===== src/hdl/abre_ram.sv =====
module abre_ram #(
  parameter int Width = 8,
  parameter int Depth = 256
) (
  input  logic                     clk,
  input  logic                     we,
  input  logic [$clog2(Depth)-1:0] waddr,
  input  logic [Width-1:0]         wdata,
  input  logic [$clog2(Depth)-1:0] raddr,
  output logic [Width-1:0]         rdata
);
  logic [Width-1:0] mem [Depth];
  always_ff @(posedge clk) begin
    if (we) mem[waddr] <= wdata;
    rdata <= mem[raddr];
  end
endmodule


===== config.mk =====
export PLATFORM = sky130hd
export DESIGN_NAME = abre_ram
export DESIGN_NICKNAME = d
export VERILOG_FILES = /design/src/hdl/abre_ram.sv
export SDC_FILE = /design/constraint.sdc
export NUM_CORES = 2
export LEC_CHECK = 0
export BUFFER_PORTS_ARGS = -buffer_cell sky130_fd_sc_hd__buf_2
export CAP_MARGIN = 20
export CORE_UTILIZATION = 28
export DETAILED_ROUTE_END_ITERATION = 8
export SYNTH_ARGS = -nofsm -noshare
export SYNTH_HDL_FRONTEND = slang
export SYNTH_SLANG_ARGS = --single-unit

===== constraint.sdc =====
create_clock -name clk -period 3.7 [get_ports clk]
set_input_delay 0 -clock clk [delete_from_list [all_inputs] [get_ports clk]]
set_output_delay 0 -clock clk [all_outputs]
set_load 0.03 [all_outputs]

==> load_flow_metrics.sql <==
INSERT INTO impl_metrics (metric_group, metric, value, unit) VALUES
('outcome', 'run_status', 'completed', ''),
('min_path', 'hold_start', 'waddr[6]', ''),
('sta', 'fin_crit', '2.949', 'ns'),
('placed_design', 'place.gp.congestion', '0.8172', ''),
('placed_design', 'io_buffer_count', '33', ''),
('sta', 'worst_pin_slew', '1.156', 'ns'),
('pwr', 'power_leakage', '28.04', 'nW'),
('routing', 'vias', '38920', ''),
('synth', 'syn_area_per_cell', '21.31', 'sq um'),
('setup_path', 'crit_type', 'reg -> reg', ''),
('floorplanning', 'io_pins', '34', ''),
('clock_network', 'tritoncts_num_sinks', '2056', ''),
('setup_path', 'worst_setup_path_end_kind', 'flip-flop', ''),
('pwr', 'totalPowerFinal', '48.23', 'mW'),
('clock_network', 'cts.path.max_buffers', '3', ''),
('cells_and_area', 'fillerInstances', '26460', ''),
('cells_and_area', 'area_growth_syn_to_layout', '15.63', '%'),
('synth', 'synth_area_leader_cell', 'edfxtp_1', ''),
('routing', 'met2_length', '96720', 'microns'),
('cells_and_area', 'postLayoutCellArea', '91990', 'sq um'),
('sta', 'timing_max_transition_violations_final', '0', ''),
('sta', 'final-hold-violation-count', '0', ''),
('clock_network', 'cts.repair_timing.setup_buffer_count', '0', ''),
('setup_path', 'cp.depth', '6', ''),
('synth', 'synth.lib_cells_used.distinct', '55', ''),
('cells_and_area', 'final_layout_size_suffix_gt1_share', '24.86', '%'),
('sta', 'setup_repair_after_global_routing_missed_its_margin', 'false', ''),
('synth', 'cell_area_after_technology_mapping', '79560', 'sq um'),
('sta', 'min_period_over_period', '79.70', '%'),
('synth', 'synth_fp_nets', '3759', ''),
('clock_network', 'clock_tree.htree_level_count', '4', ''),
('sta', 'setup_viol', '0', ''),
('pwr', 'ir_worst_vdd', '513.9', 'uV'),
('pwr', 'p_switching', '10.58', 'mW'),
('routing', 'route.detailed.wl_per_inst', '25.56', 'microns'),
('sta', 'fmax', '0.3391', 'GHz'),
('global_routing', 'grt_usage', '13.93', '%'),
('setup_path', 'rrSetupSlack', '0.75', 'ns'),
('pwr', 'power_per_cell_area', '524.3', 'nW/um^2'),
('cells_and_area', 'nets_final', '4038', ''),
('run', 'drv.max_cap_violation_count', '0', ''),
('sta', 'timing.max_slew.rel_slack', '22.94', '%'),
('min_path', 'worst_hold_path_cells', '5', ''),
('synth', 'netlist_top_cells_area', 'edfxtp_1 77%, mux4_2 13%, mux2i_1 1.7%', ''),
('placed_design', 'post-place-cells', '7532', ''),
('clock_network', 'clock_latency', '0.86', 'ns'),
('placed_design', 'placed_cell_area', '85330', 'sq um'),
('routing', 'met1_length', '82480', 'microns'),
('floorplanning', 'die-width', '535.0', 'microns'),
('routing', 'detail_route.drc_violations', '0', ''),
('floorplanning', 'initial_utilization', '28.18', '%'),
('setup_path', 'regToRegStartpoint', 'mem[80][5]', ''),
('setup_path', 'rr_worst_depth', '6', ''),
('setup_path', 'critPathSlowestCell', 'a221oi_1', ''),
('synth', 'synth.most_common_cell', 'edfxtp_1', ''),
('setup_path', 'path_cells', 'mux4_2 -> a22o_1 -> a221oi_1 -> o32ai_1 -> nor3_1 -> nor4_1', ''),
('synth', 'post_synth_inst_count', '3733', ''),
('routing', 'drtIter0Drc', '4957', ''),
('pwr', 'power.switching_fraction', '21.94', '%'),
('pwr', 'p_int', '37.65', 'mW'),
('routing', 'maxUsedRoutingLayer', 'met5', ''),
('clock_network', 'clock-root-buffer', 'clkbuf_16', ''),
('sta', 'fin_clk_skew', '0.05410', 'ns'),
('sta', 'hold_ws', '0.03797', 'ns'),
('setup_path', 'timing.critical_path.required', '4.38', 'ns'),
('synth', 'synth_largest_type_area_fraction', '77.30', '%'),
('setup_path', 'cp_data_arrival_time', '3.63', 'ns'),
('synth', 'synth_commonest_cells', '2,048 x edfxtp_1, 454 x mux4_2, 282 x nor2_1', ''),
('global_routing', 'antenna_found_initial', '13', ''),
('pwr', 'power.share.sequential', '53.3', '%'),
('routing', 'detail-route-antenna-nets', '0', '');
## power groups by stage
stage          combinational, mW  clock, mW  sequential [mW]
3_3_place_gp                2.42          0             26.2
3_5_place_dp                2.44          0             26.2
2_1_floorplan               1.25          0             26.2
5_1_grt                     2.57       21.2             25.7
4_1_cts                     2.47       20.4             25.7
6_report                    2.44       20.1             25.7
## cell families (layout without fill, tap and decap cells)
family / after synthesis / count (layout) / synth area share, %
AO/OA/AOI/OAI: 385 / 385 / 3.419
buffers and inverters: 235 / 681 / 1.831
flip-flops: 2056 / 2056 / 77.50
multiplexers: 591 / 591 / 14.62
other: 0 / 6 / 0
AND/OR/NAND/NOR: 466 / 466 / 2.628
## through the flow
step | setup WS, ns | util [%]
detailed placement | 0.07004 | 30.23
floorplan | 1.762 | -
finish | 0.7512 | 32.59
global route | 0.5809 | 32.59
CTS | 0.6520 | 32.58
global placement | 0.07873 | 30.23
## state kept, by name (all words and copies together), names as in the netlist
signal,flops
rdata,8
mem,2048
## tightest hold or removal path, stage by stage
cell and delay (ns):
buf_2 0.15, nand4_1 0.11, buf_8 0.20, nor2_1 0.07, buf_4 0.18
## layout by cell type (no fill, tap or decap), types with 8 or more instances in the layout
master         instances
edfxtp_1            2048
a22o_1                 8
nand3_1               34
bufinv_16             12
buf_2                 21
o221ai_1              46
buf_12                25
dfxtp_1                8
a221oi_1              13
clkinv_1              46
a211oi_1              16
dlygate4sd3_1         16
mux2i_1              134
clkbuf_16            205
o211ai_1              10
clkinv_2              35
buf_8                 11
nor2b_1               28
mux4_2               454
buf_4                233
a21oi_1               96
nand4_1               10
clkinv_16             10
o21ai_0               10
nor4_1                24
clkbuf_1              52
nor2_1               279
a22oi_1              133
nor3_1                22
o22ai_1               28
nand2b_1               8
nand2_1               33
## area by class of cell
cell class | count | area, sq um | share of cell area [%]
clock inverter | 115 | 1140 | 1.239
clock buffer | 258 | 5339 | 5.803
timing repair buffer | 306 | 2680 | 2.913
antenna | 6 | 15.01 | 0.01632
sequential | 2056 | 61660 | 67.02
inverter | 2 | 7.507 | 0.008160
tap | 3743 | 4683 | 5.091
multi-input combinational | 1442 | 16470 | 17.90
## how the worst max path moves through the flow
stage / end / startpoint / slack, ns
4_1_cts: rdata[4] / mem[83][4] / 0.65
6_report: rdata[5] / mem[80][5] / 0.75
3_3_place_gp: rdata[4] / raddr[0] / 0.08
5_1_grt: mem[101][0] / waddr[2] / 0.58
2_1_floorplan: rdata[2] / raddr[0] / 1.76
3_5_place_dp: rdata[4] / raddr[0] / 0.07
## layer usage
| layer | up-vias | global-route usage (%) |
|---|---|---|
| li1 | 16260 | - |
| met5 | - | 0 |
| met4 | 4 | 4.638 |
| met1 | 20760 | 18.35 |
| met2 | 1587 | 22.29 |
| met3 | 316 | 3.628 |
## what timing repair did
action / in CTS / in global routing
hold buffers: 16 / 0
endpoints found under the setup margin: 0 / 0
endpoints found under the hold margin: 1226 / 0
No activity file was read; power rests on OpenSTA's default activity.
