### src/hdl/abre_pkg.sv
package abre_pkg;
  localparam int NumSym = 256;
  localparam int SymW = 8;
  localparam int CntW = 18;
  localparam int GrpN = 8;
  localparam int GrpW = 3;
  localparam int IncW = 11;
  localparam logic [IncW-1:0] IncReset = 11'd64;
  localparam logic [31:0] SettleLimit = 32'h0100_0000;
  localparam logic [31:0] RangeFloor = 32'h0001_0000;
  localparam logic [CntW-1:0] TotReset = 18'd256;

  typedef enum logic [3:0] {
    S_CLEAR, S_IDLE, S_WALK, S_DIV, S_MUL1, S_MUL2, S_NORM, S_UPD,
    S_RESC, S_FLUSH
  } state_t;
endpackage

### src/hdl/abre_div.sv
// Restoring divider, one quotient bit per cycle.
module abre_div (
  input  logic                     clk,
  input  logic                     rst,
  input  logic                     start,
  input  logic [31:0]              dividend,
  input  logic [abre_pkg::CntW-1:0] divisor,
  output logic                     done,
  output logic [31:0]              quotient
);
  logic [5:0] cnt;
  logic busy;
  logic [abre_pkg::CntW:0] rem;
  logic [abre_pkg::CntW:0] trial;
  logic [abre_pkg::CntW-1:0] dsr;

  assign trial = {rem[abre_pkg::CntW-1:0], quotient[31]};

  always_ff @(posedge clk) begin
    if (rst) begin
      busy <= 1'b0;
      done <= 1'b0;
      cnt <= '0;
    end else begin
      done <= 1'b0;
      if (start) begin
        busy <= 1'b1;
        cnt <= 6'd0;
      end else if (busy) begin
        cnt <= cnt + 6'd1;
        if (cnt == 6'd31) begin
          busy <= 1'b0;
          done <= 1'b1;
        end
      end
    end
  end

  always_ff @(posedge clk) begin
    if (start) begin
      quotient <= dividend;
      rem <= '0;
      dsr <= divisor;
    end else if (busy) begin
      if (trial >= {1'b0, dsr}) begin
        rem <= trial - {1'b0, dsr};
        quotient <= {quotient[30:0], 1'b1};
      end else begin
        rem <= trial;
        quotient <= {quotient[30:0], 1'b0};
      end
    end
  end
endmodule

### config.mk
export PLATFORM = sky130hd
export DESIGN_NAME = abre_div
export DESIGN_NICKNAME = d
export VERILOG_FILES = /design/src/hdl/abre_pkg.sv /design/src/hdl/abre_div.sv
export SDC_FILE = /design/constraint.sdc
export NUM_CORES = 1
export LEC_CHECK = 0
export BUFFER_PORTS_ARGS = -buffer_cell sky130_fd_sc_hd__buf_2
export CAP_MARGIN = 20
export CELL_PAD_IN_SITES_DETAIL_PLACEMENT = 0
export CELL_PAD_IN_SITES_GLOBAL_PLACEMENT = 1
export CORE_ASPECT_RATIO = 1.75
export CORE_MARGIN = 10
export CORE_UTILIZATION = 40
export CTS_BUF_LIST = sky130_fd_sc_hd__clkbuf_4 sky130_fd_sc_hd__clkbuf_8
export CTS_CLUSTER_DIAMETER = 100
export DETAILED_ROUTE_END_ITERATION = 16
export PLACE_DENSITY = 0.77
export SLEW_MARGIN = 30
export SYNTH_ARGS = -nofsm -noshare
export SYNTH_HDL_FRONTEND = slang
export SYNTH_SLANG_ARGS = --single-unit
### constraint.sdc
create_clock -name clk -period 6.05 [get_ports clk]
set_input_delay 0.3025 -clock clk [delete_from_list [all_inputs] [get_ports clk]]
set_output_delay 0.3025 -clock clk [all_outputs]
set_load 0.03 [all_outputs]
==> results of run 1 <==
cells in the final DEF (no fill, tap or decap), drive strengths merged, types with 2 or more instances in the layout:
cell type | netlist | layout
nand3 | 4 | 4
xor2 | 8 | 8
mux2i | 13 | 13
or2 | 2 | 2
xnor2 | 11 | 11
buf | 10 | 88
clkbuf | 7 | 12
dfxtp | 26 | 26
edfxtp | 50 | 50
a311oi | 4 | 4
a211oi | 14 | 14
and4 | 2 | 2
a21o | 5 | 5
o211ai | 3 | 3
nor4 | 4 | 4
nor2 | 28 | 28
a21oi | 19 | 19
o21bai | 2 | 2
or3 | 3 | 3
o21ai | 10 | 10
nand4b | 2 | 2
clkinv | 0 | 2
inv | 23 | 23
o31a | 2 | 2
nand4 | 6 | 6
o211a | 2 | 2
a31oi | 3 | 3
clkinvlp | 0 | 2
nand2 | 19 | 19
mux2 | 31 | 31
ha | 19 | 19
registers in the layout, summed over array words and instances, names as in the netlist:
register,cells
rem,18
busy,1
dsr,18
cnt,6
quotient,32
done,1
worst paths after layout:
check / from / endpoint / slack [ns] / cells after the start
hold reg to reg: cnt[5]$_SDFFE_PP0P_ / done$_SDFF_PP0_ / 0.47 / 1
hold / removal: rst / busy$_SDFF_PP0_ / 0.11 / 2
setup / recovery: quotient[31]$_DFFE_PP_ / rem[14]$_SDFFE_PP0P_ / 3.12 / 11
setup reg to reg: quotient[31]$_DFFE_PP_ / rem[14]$_SDFFE_PP0P_ / 3.12 / 11
per-stage QoR:
| step | cell area [um^2] | instances | power, mW | hold WS [ns] | setup WS (ns) |
|---|---|---|---|---|---|
| 3_5_place_dp | 4470 | 541 | 0.987 | 0.462 | 3.04 |
| 6_report | 4650 | 557 | 1.34 | 0.111 | 3.12 |
| 5_1_grt | 4650 | 557 | 1.42 | 0.0942 | 2.81 |
| 2_1_floorplan | 3950 | 345 | 0.900 | 0.372 | 3.30 |
| 3_3_place_gp | 4470 | 541 | 0.983 | 0.446 | 3.11 |
| 4_1_cts | 4650 | 557 | 1.36 | 0.0878 | 3.03 |
worst max-delay path, delay by kind of cell (launching register included):
kind            cells  cell delay (ns)
compound gates      6             1.57
flops               1             0.39
buf+inv             2             0.15
xor+xnor            1             0.12
fa+ha+maj           2             0.60
power by group through the flow:
stage	clock network, mW	logic (mW)	registers, mW
5_1_grt	0.400	0.379	0.640
4_1_cts	0.377	0.345	0.633
3_5_place_dp	0	0.343	0.644
2_1_floorplan	0	0.214	0.686
3_3_place_gp	0	0.341	0.642
6_report	0.366	0.340	0.632
kinds of logic (layout without fill, tap and decap cells):
| kind of cell | count (synthesis) | count (layout) | share of synthesized area [%] |
|---|---|---|---|
| xor gates and xnor gates | 19 | 19 | 4.21 |
| AOI/OAI and AO/OA | 73 | 73 | 12.8 |
| buffers and inverters | 40 | 127 | 4.43 |
| adders and majority gates | 20 | 20 | 6.52 |
| and+or+nand+nor | 73 | 73 | 8.80 |
| DFF | 76 | 76 | 51.2 |
| muxes | 44 | 44 | 12.1 |
synth_stat cells, types with 3 or more instances:
| cell | n | share of area, % |
|---|---|---|
| a211oi_1 | 14 | 2.7 |
| ha_1 | 19 | 6.0 |
| dfxtp_1 | 26 | 13 |
| edfxtp_1 | 50 | 38 |
| o21ai_0 | 9 | 1.1 |
| nor4_1 | 4 | 0.63 |
| nor2_1 | 28 | 2.7 |
| nand2_1 | 19 | 1.8 |
| xor2_1 | 8 | 1.8 |
| inv_1 | 23 | 2.2 |
| a21oi_1 | 19 | 2.4 |
| o211ai_1 | 3 | 0.57 |
| clkbuf_1 | 7 | 0.66 |
| mux2_2 | 31 | 8.8 |
| buf_1 | 5 | 0.47 |
| a21o_1 | 5 | 0.95 |
| buf_6 | 3 | 0.85 |
| nand3_1 | 4 | 0.51 |
| nand4_1 | 6 | 0.95 |
| mux2i_1 | 13 | 3.3 |
| a311oi_1 | 4 | 0.89 |
| xnor2_1 | 11 | 2.4 |
| or3_1 | 3 | 0.47 |
layout make-up:
| class | instances | area [um^2] |
|---|---|---|
| clock buffer | 12 | 159 |
| sequential | 76 | 2020 |
| clock inverter | 4 | 25.0 |
| inverter | 23 | 86.3 |
| multi-input combinational | 229 | 1760 |
| tap | 125 | 156 |
| fill | 927 | 5140 |
| timing repair buffer | 88 | 448 |
routing by layer:
| layer | part of all wire [%] | vias to the layer above |
|---|---|---|
| li1 | - | 1441 |
| met1 | 39 | 1357 |
| met2 | 51 | 86 |
| met3 | 8.2 | 16 |
| met4 | 2.2 | 0 |
| met5 | 0 | - |
==> impl_results.md, run 1 <==
- Sw Ratio: 31.4%
- RSZ-0062 raised after global routing: false
- Worst skew pair latency: 0.35 ns
- Slew headroom: 44.7%
- Total Neg Setup Slack: 0 ns
- GRT overflow: 0
- Worst-path cell chain: inv_1 -> ha_1 -> inv_1 -> fa_1 -> a211oi_1 -> o211ai_1 -> a41oi_1 -> a21oi_1 -> a211oi_1 -> xnor2_1 -> o31a_1
- Vias post-DR: 2900
- Routed wire length: 9290 um
- DP Wirelength: 6950 um
- Met1 usage: 15.1%
- Peak Freq: 0.342 GHz
- # nets final: 500
- Drt wl/cell: 16.7 um
- Quantity of gates resized following cts: 0
- I/O pin cnt: 86
- Worst Path Class, Setup: reg2reg
- Antenna viol nets, final: 0
- Diode count: 0
- Slowest cell on crit path: fa_1
- Die ar.: 0.0144 mm^2
- Number of buffers added on ports: 85
- Clock share of power: 27.4%
- Synth unique cells: 47
- Outcome: finished clean
- CTS H-tree depth: 3
- Post-Synthesis Cells: 345
- GRT Max-Usage Layer: met2
- YS warnings: 0
- Synth-to-Final Area Change: 17.7%
- # Post-CTS Setup Buffers: 0
- Initial antenna violation count: 0
- Startpoint types: flip-flop
- Starting Density: 40.4%
- Final Max Tran Viols: 0
- Met2 Resource Use GR: 23.2%
- Final hold violations: 0
- Die H: 152 um
- Share of cells above drive strength 1: 32.6%
- DR iter-0 viols: 112
- Post-synthesis instance area: 0.00395 mm^2
- Worst Setup End Kind: flip-flop
- Internal Power: 0.918 mW
- Top_reg_cell synth: edfxtp_1
- Worst min path class: in2reg
- Post-synth EDFFs: 50
- Seq/Total Area, Yosys: 51.2%
- Met3 Resource Use GR: 6.17%
- Largest net degree at the start of global routing: 68
- Final setup viols: 0
- Clock transition at path regs: 0.08 ns
- Final period util: 48.4%
- Vias in the first global route: 3315
- CP max stage delay: 0.43 ns
- Drt drc: 0
- CTS tree: built
- Gpl congestion: 0.816
- Row Count: 48
- Mean area per synthesized cell: 11.5 um^2
- Worst vdd ir: 0.000167 V
- GRT Util Overall: 14.0%
- Combinational share of power: 25.4%
- Net Sw Power: 0.420 mW
- Max Cap Viol: 0
- CTS Hold Buffers Added: 0
- Core Area: 0.00979 mm^2
- # clock sinks: 76
- Router iterations before antenna repair: 4
- Final Critical Period: 2.93 ns
- Tightest Pin Transition: 0.829 ns
- Seq pwr share: 47.2%
- Worst-path fanout max: 3
- Die width: 95.1 um
- LEAKAGE: 1.99 nW
- Fin util: 47.5%
- CTS Buf Count: 9
- Critical path data required time: 6.30 ns
- DR vias/cell: 5.21
- Synthesized net count: 418
- Root Buffer: clkbuf_8
- Worst-case clock skew: 0.0124 ns
- Synth Register Bits: 76
- Pwr dens: 288 mW/mm^2
- CTS Buffer Depth: 2
- Critical Path AT: 3.17 ns
- Async set or reset register ratio after synthesis: 0%
- First-pass GRT wire length: 16000 um
Power figures use the tool's default switching activity.
==> run 2: changes to the inputs <==
Clock period 6.05 ns to 2.7 ns, I/O delays scaled along.
==> run 2 against run 1 <==
  * Sequential power up 120%
  * Via count increased by 3.4%
  * Clock skew is 0.0042 ns lower
  * Combinational power is 140% higher
  * First-iteration DRC count decreased by 4.5%
  * Sequential cell count unchanged
==> impl_results.md, run 2 (synthesis gave the netlist of run 1 again) <==
- Outcome: finished clean
- Final Max Tran Viols: 0 (unchanged)
- Drt drc: 0 (unchanged)
- Critical Path AT: 2.80 ns (-0.37 ns)
- GRT Util Overall: 13.8% (-0.25 points)
- Worst min path class: in2reg
- Final Critical Period: 2.56 ns (-0.366 ns)
- Worst vdd ir: 0.000480 V (+190%)
- Biggest regs: quotient (32), dsr (18), rem (18)
- CP max stage delay: 0.41 ns (-0.02 ns)
- GRT overflow: 0 (unchanged)
- Worst-path fanout max: 2 (-1)
- Gpl congestion: 0.866 (+6.1%)
- Antenna viol nets, final: 0 (unchanged)
- Tightest Pin Transition: 0.476 ns (-0.353 ns)
- CTS Buf Count: 9 (unchanged)
- Most common cell after layout, fill and taps aside: buf_2
- Worst Path Class, Setup: reg2reg
- Final setup viols: 0 (unchanged)
- Final hold violations: 0 (unchanged)
- Worst-case clock skew: 0.00818 ns (-0.00422 ns)
- Final period util: 94.8% (+46 points)
- Routed wire length: 9440 um (+1.7%)
- Drt wl/cell: 16.2 um (-3.0%)
- LEAKAGE: 2.12 nW (+6.4%)
- Peak Freq: 0.391 GHz (+14%)
- Clock transition at path regs: 0.08 ns (about the same)
- Synth-to-Final Area Change: 25.4%
- CTS H-tree depth: 3 (unchanged)
- Placed cell area: 0.00455 mm^2 (+1.8%)
- Starting Density: 40.4% (unchanged)
- Startpoint types: flip-flop
- Total chip power: 3.12 mW (+130%)
- Row Count: 48 (unchanged)
- Worst Setup End Kind: flip-flop
- First-pass GRT wire length: 15800 um (-1.3%)
- Die H: 152 um (unchanged)
- Pwr dens: 629 mW/mm^2 (+120%)
- Vias post-DR: 2999 (+3.4%)
- Number of buffers added on ports: 85 (unchanged)
- DP Wirelength: 7110 um (+2.4%)
- Worst-path cell chain: inv_1 -> ha_1 -> inv_1 -> fa_1 -> a211oi_2 -> o211ai_1 -> a41oi_2 -> a21oi_1 -> a211oi_2 -> xnor2_1 -> o31a_1
- Root Buffer: clkbuf_8
- Router iterations before antenna repair: 5 (+1)
- # nets final: 527 (+5.4%)
- DR vias/cell: 5.14 (-1.4%)
- I/O pin cnt: 86 (unchanged)
- Reg with most FFs: quotient
- Worst skew pair latency: 0.36 ns (about the same)
- Slowest cell on crit path: fa_1
- CP bufs+invs: 2 (unchanged)
- Most frequent cells in the layout: buf_2, edfxtp_1, mux2_2
- Vias in the first global route: 3310 (-0.15%)
- Critical path data required time: 2.94 ns (-3.36 ns)
- Diode count: 0 (unchanged)
- Slew headroom: 68.3% (+24 points)
- CTS tree: built
- Post-route cell area: 0.00495 mm^2 (+6.5%)
- Share of cells above drive strength 1: 33.3% (+0.69 points)
- CTS Buffer Depth: 2 (unchanged)
- # clock sinks: 76 (unchanged)
- Max Cap Viol: 0 (unchanged)
- Initial antenna violation count: 0 (unchanged)
- Largest net degree at the start of global routing: 50 (-26%)
- DR iter-0 viols: 107 (-4.5%)
- Filler cell count: 924 (-0.32%)
- Total Neg Setup Slack: 0 ns (unchanged)
- Die width: 95.1 um (unchanged)
- RSZ-0062 raised after global routing: false
- # Post-CTS Setup Buffers: 0 (unchanged)
- CP top delay family: compound AO/OA/AOI/OAI gates
- Die ar.: 0.0144 mm^2 (unchanged)
- Max reg flops: 32 (unchanged)
- Core Area: 0.00979 mm^2 (unchanged)
[run 2: changes by cell type in the layout (fill, tap and decap cells not counted), sizes merged]
cell         before  now
bufinv            0    1
clkinvlp          2    1
clkinv            2    3
inv              23   24
dlygate4sd3       0   19
clkbuf           12   10
buf              88   96
[run 2: per-stage QoR]
step / utilization (%) / hold WS [ns] / instances / setup WS (ns)
2_1_floorplan: - / 0.204 / 345 / 0.0174
3_3_place_gp: 46.5 / 0.312 / 549 / 0.135
3_5_place_dp: 46.5 / 0.313 / 549 / 0.0481
4_1_cts: 50.4 / 0.0609 / 584 / 0.0231
5_1_grt: 50.6 / 0.0609 / 584 / 0.00174
6_report: 50.6 / 0.0750 / 584 / 0.139
[run 2: layer usage]
metal	share of wire, %	vias to the layer above	track usage, %
li1	-	1498	-
met5	0	-	0
met1	40	1407	15.0
met3	6.3	11	5.13
met4	1.6	0	5.64
met2	52	83	23.5
[run 2: what timing repair did]
item | CTS | global route
endpoints found under the hold margin | 19 | 0
endpoints found under the setup margin | 0 | 5
hold buffers | 19 | 0
resized for setup | 0 | 5
[run 2: final timing paths]
path,from,to,slack (ns),cells past startpoint
setup reg to reg,quotient[31]$_DFFE_PP_,rem[14]$_SDFFE_PP0P_,0.14,11
hold / removal,dividend[12],quotient[12]$_DFFE_PP_,0.08,2
setup / recovery,quotient[31]$_DFFE_PP_,rem[14]$_SDFFE_PP0P_,0.14,11
hold reg to reg,cnt[5]$_SDFFE_PP0P_,done$_SDFF_PP0_,0.48,1
[run 2: final cells by class]
| type | instances | area (um^2) | area share [%] |
|---|---|---|---|
| Sequential cell | 76 | 2020 | 40.8 |
| Tap cell | 125 | 156 | 3.16 |
| Inverter | 23 | 86.3 | 1.74 |
| Multi-Input combinational cell | 229 | 1780 | 36.0 |
| Clock buffer | 10 | 131 | 2.65 |
| Timing Repair Buffer | 115 | 711 | 14.3 |
| Clock inverter | 6 | 63.8 | 1.29 |
[run 2: where the power goes]
part           total (mW)  internal [mW]  leakage (nW)  switching, mW
Sequential           1.41           1.36         0.712         0.0550
Clock               0.877          0.438        0.0977          0.440
Combinational       0.824          0.352          1.31          0.472
Total                3.12           2.15          2.12          0.967
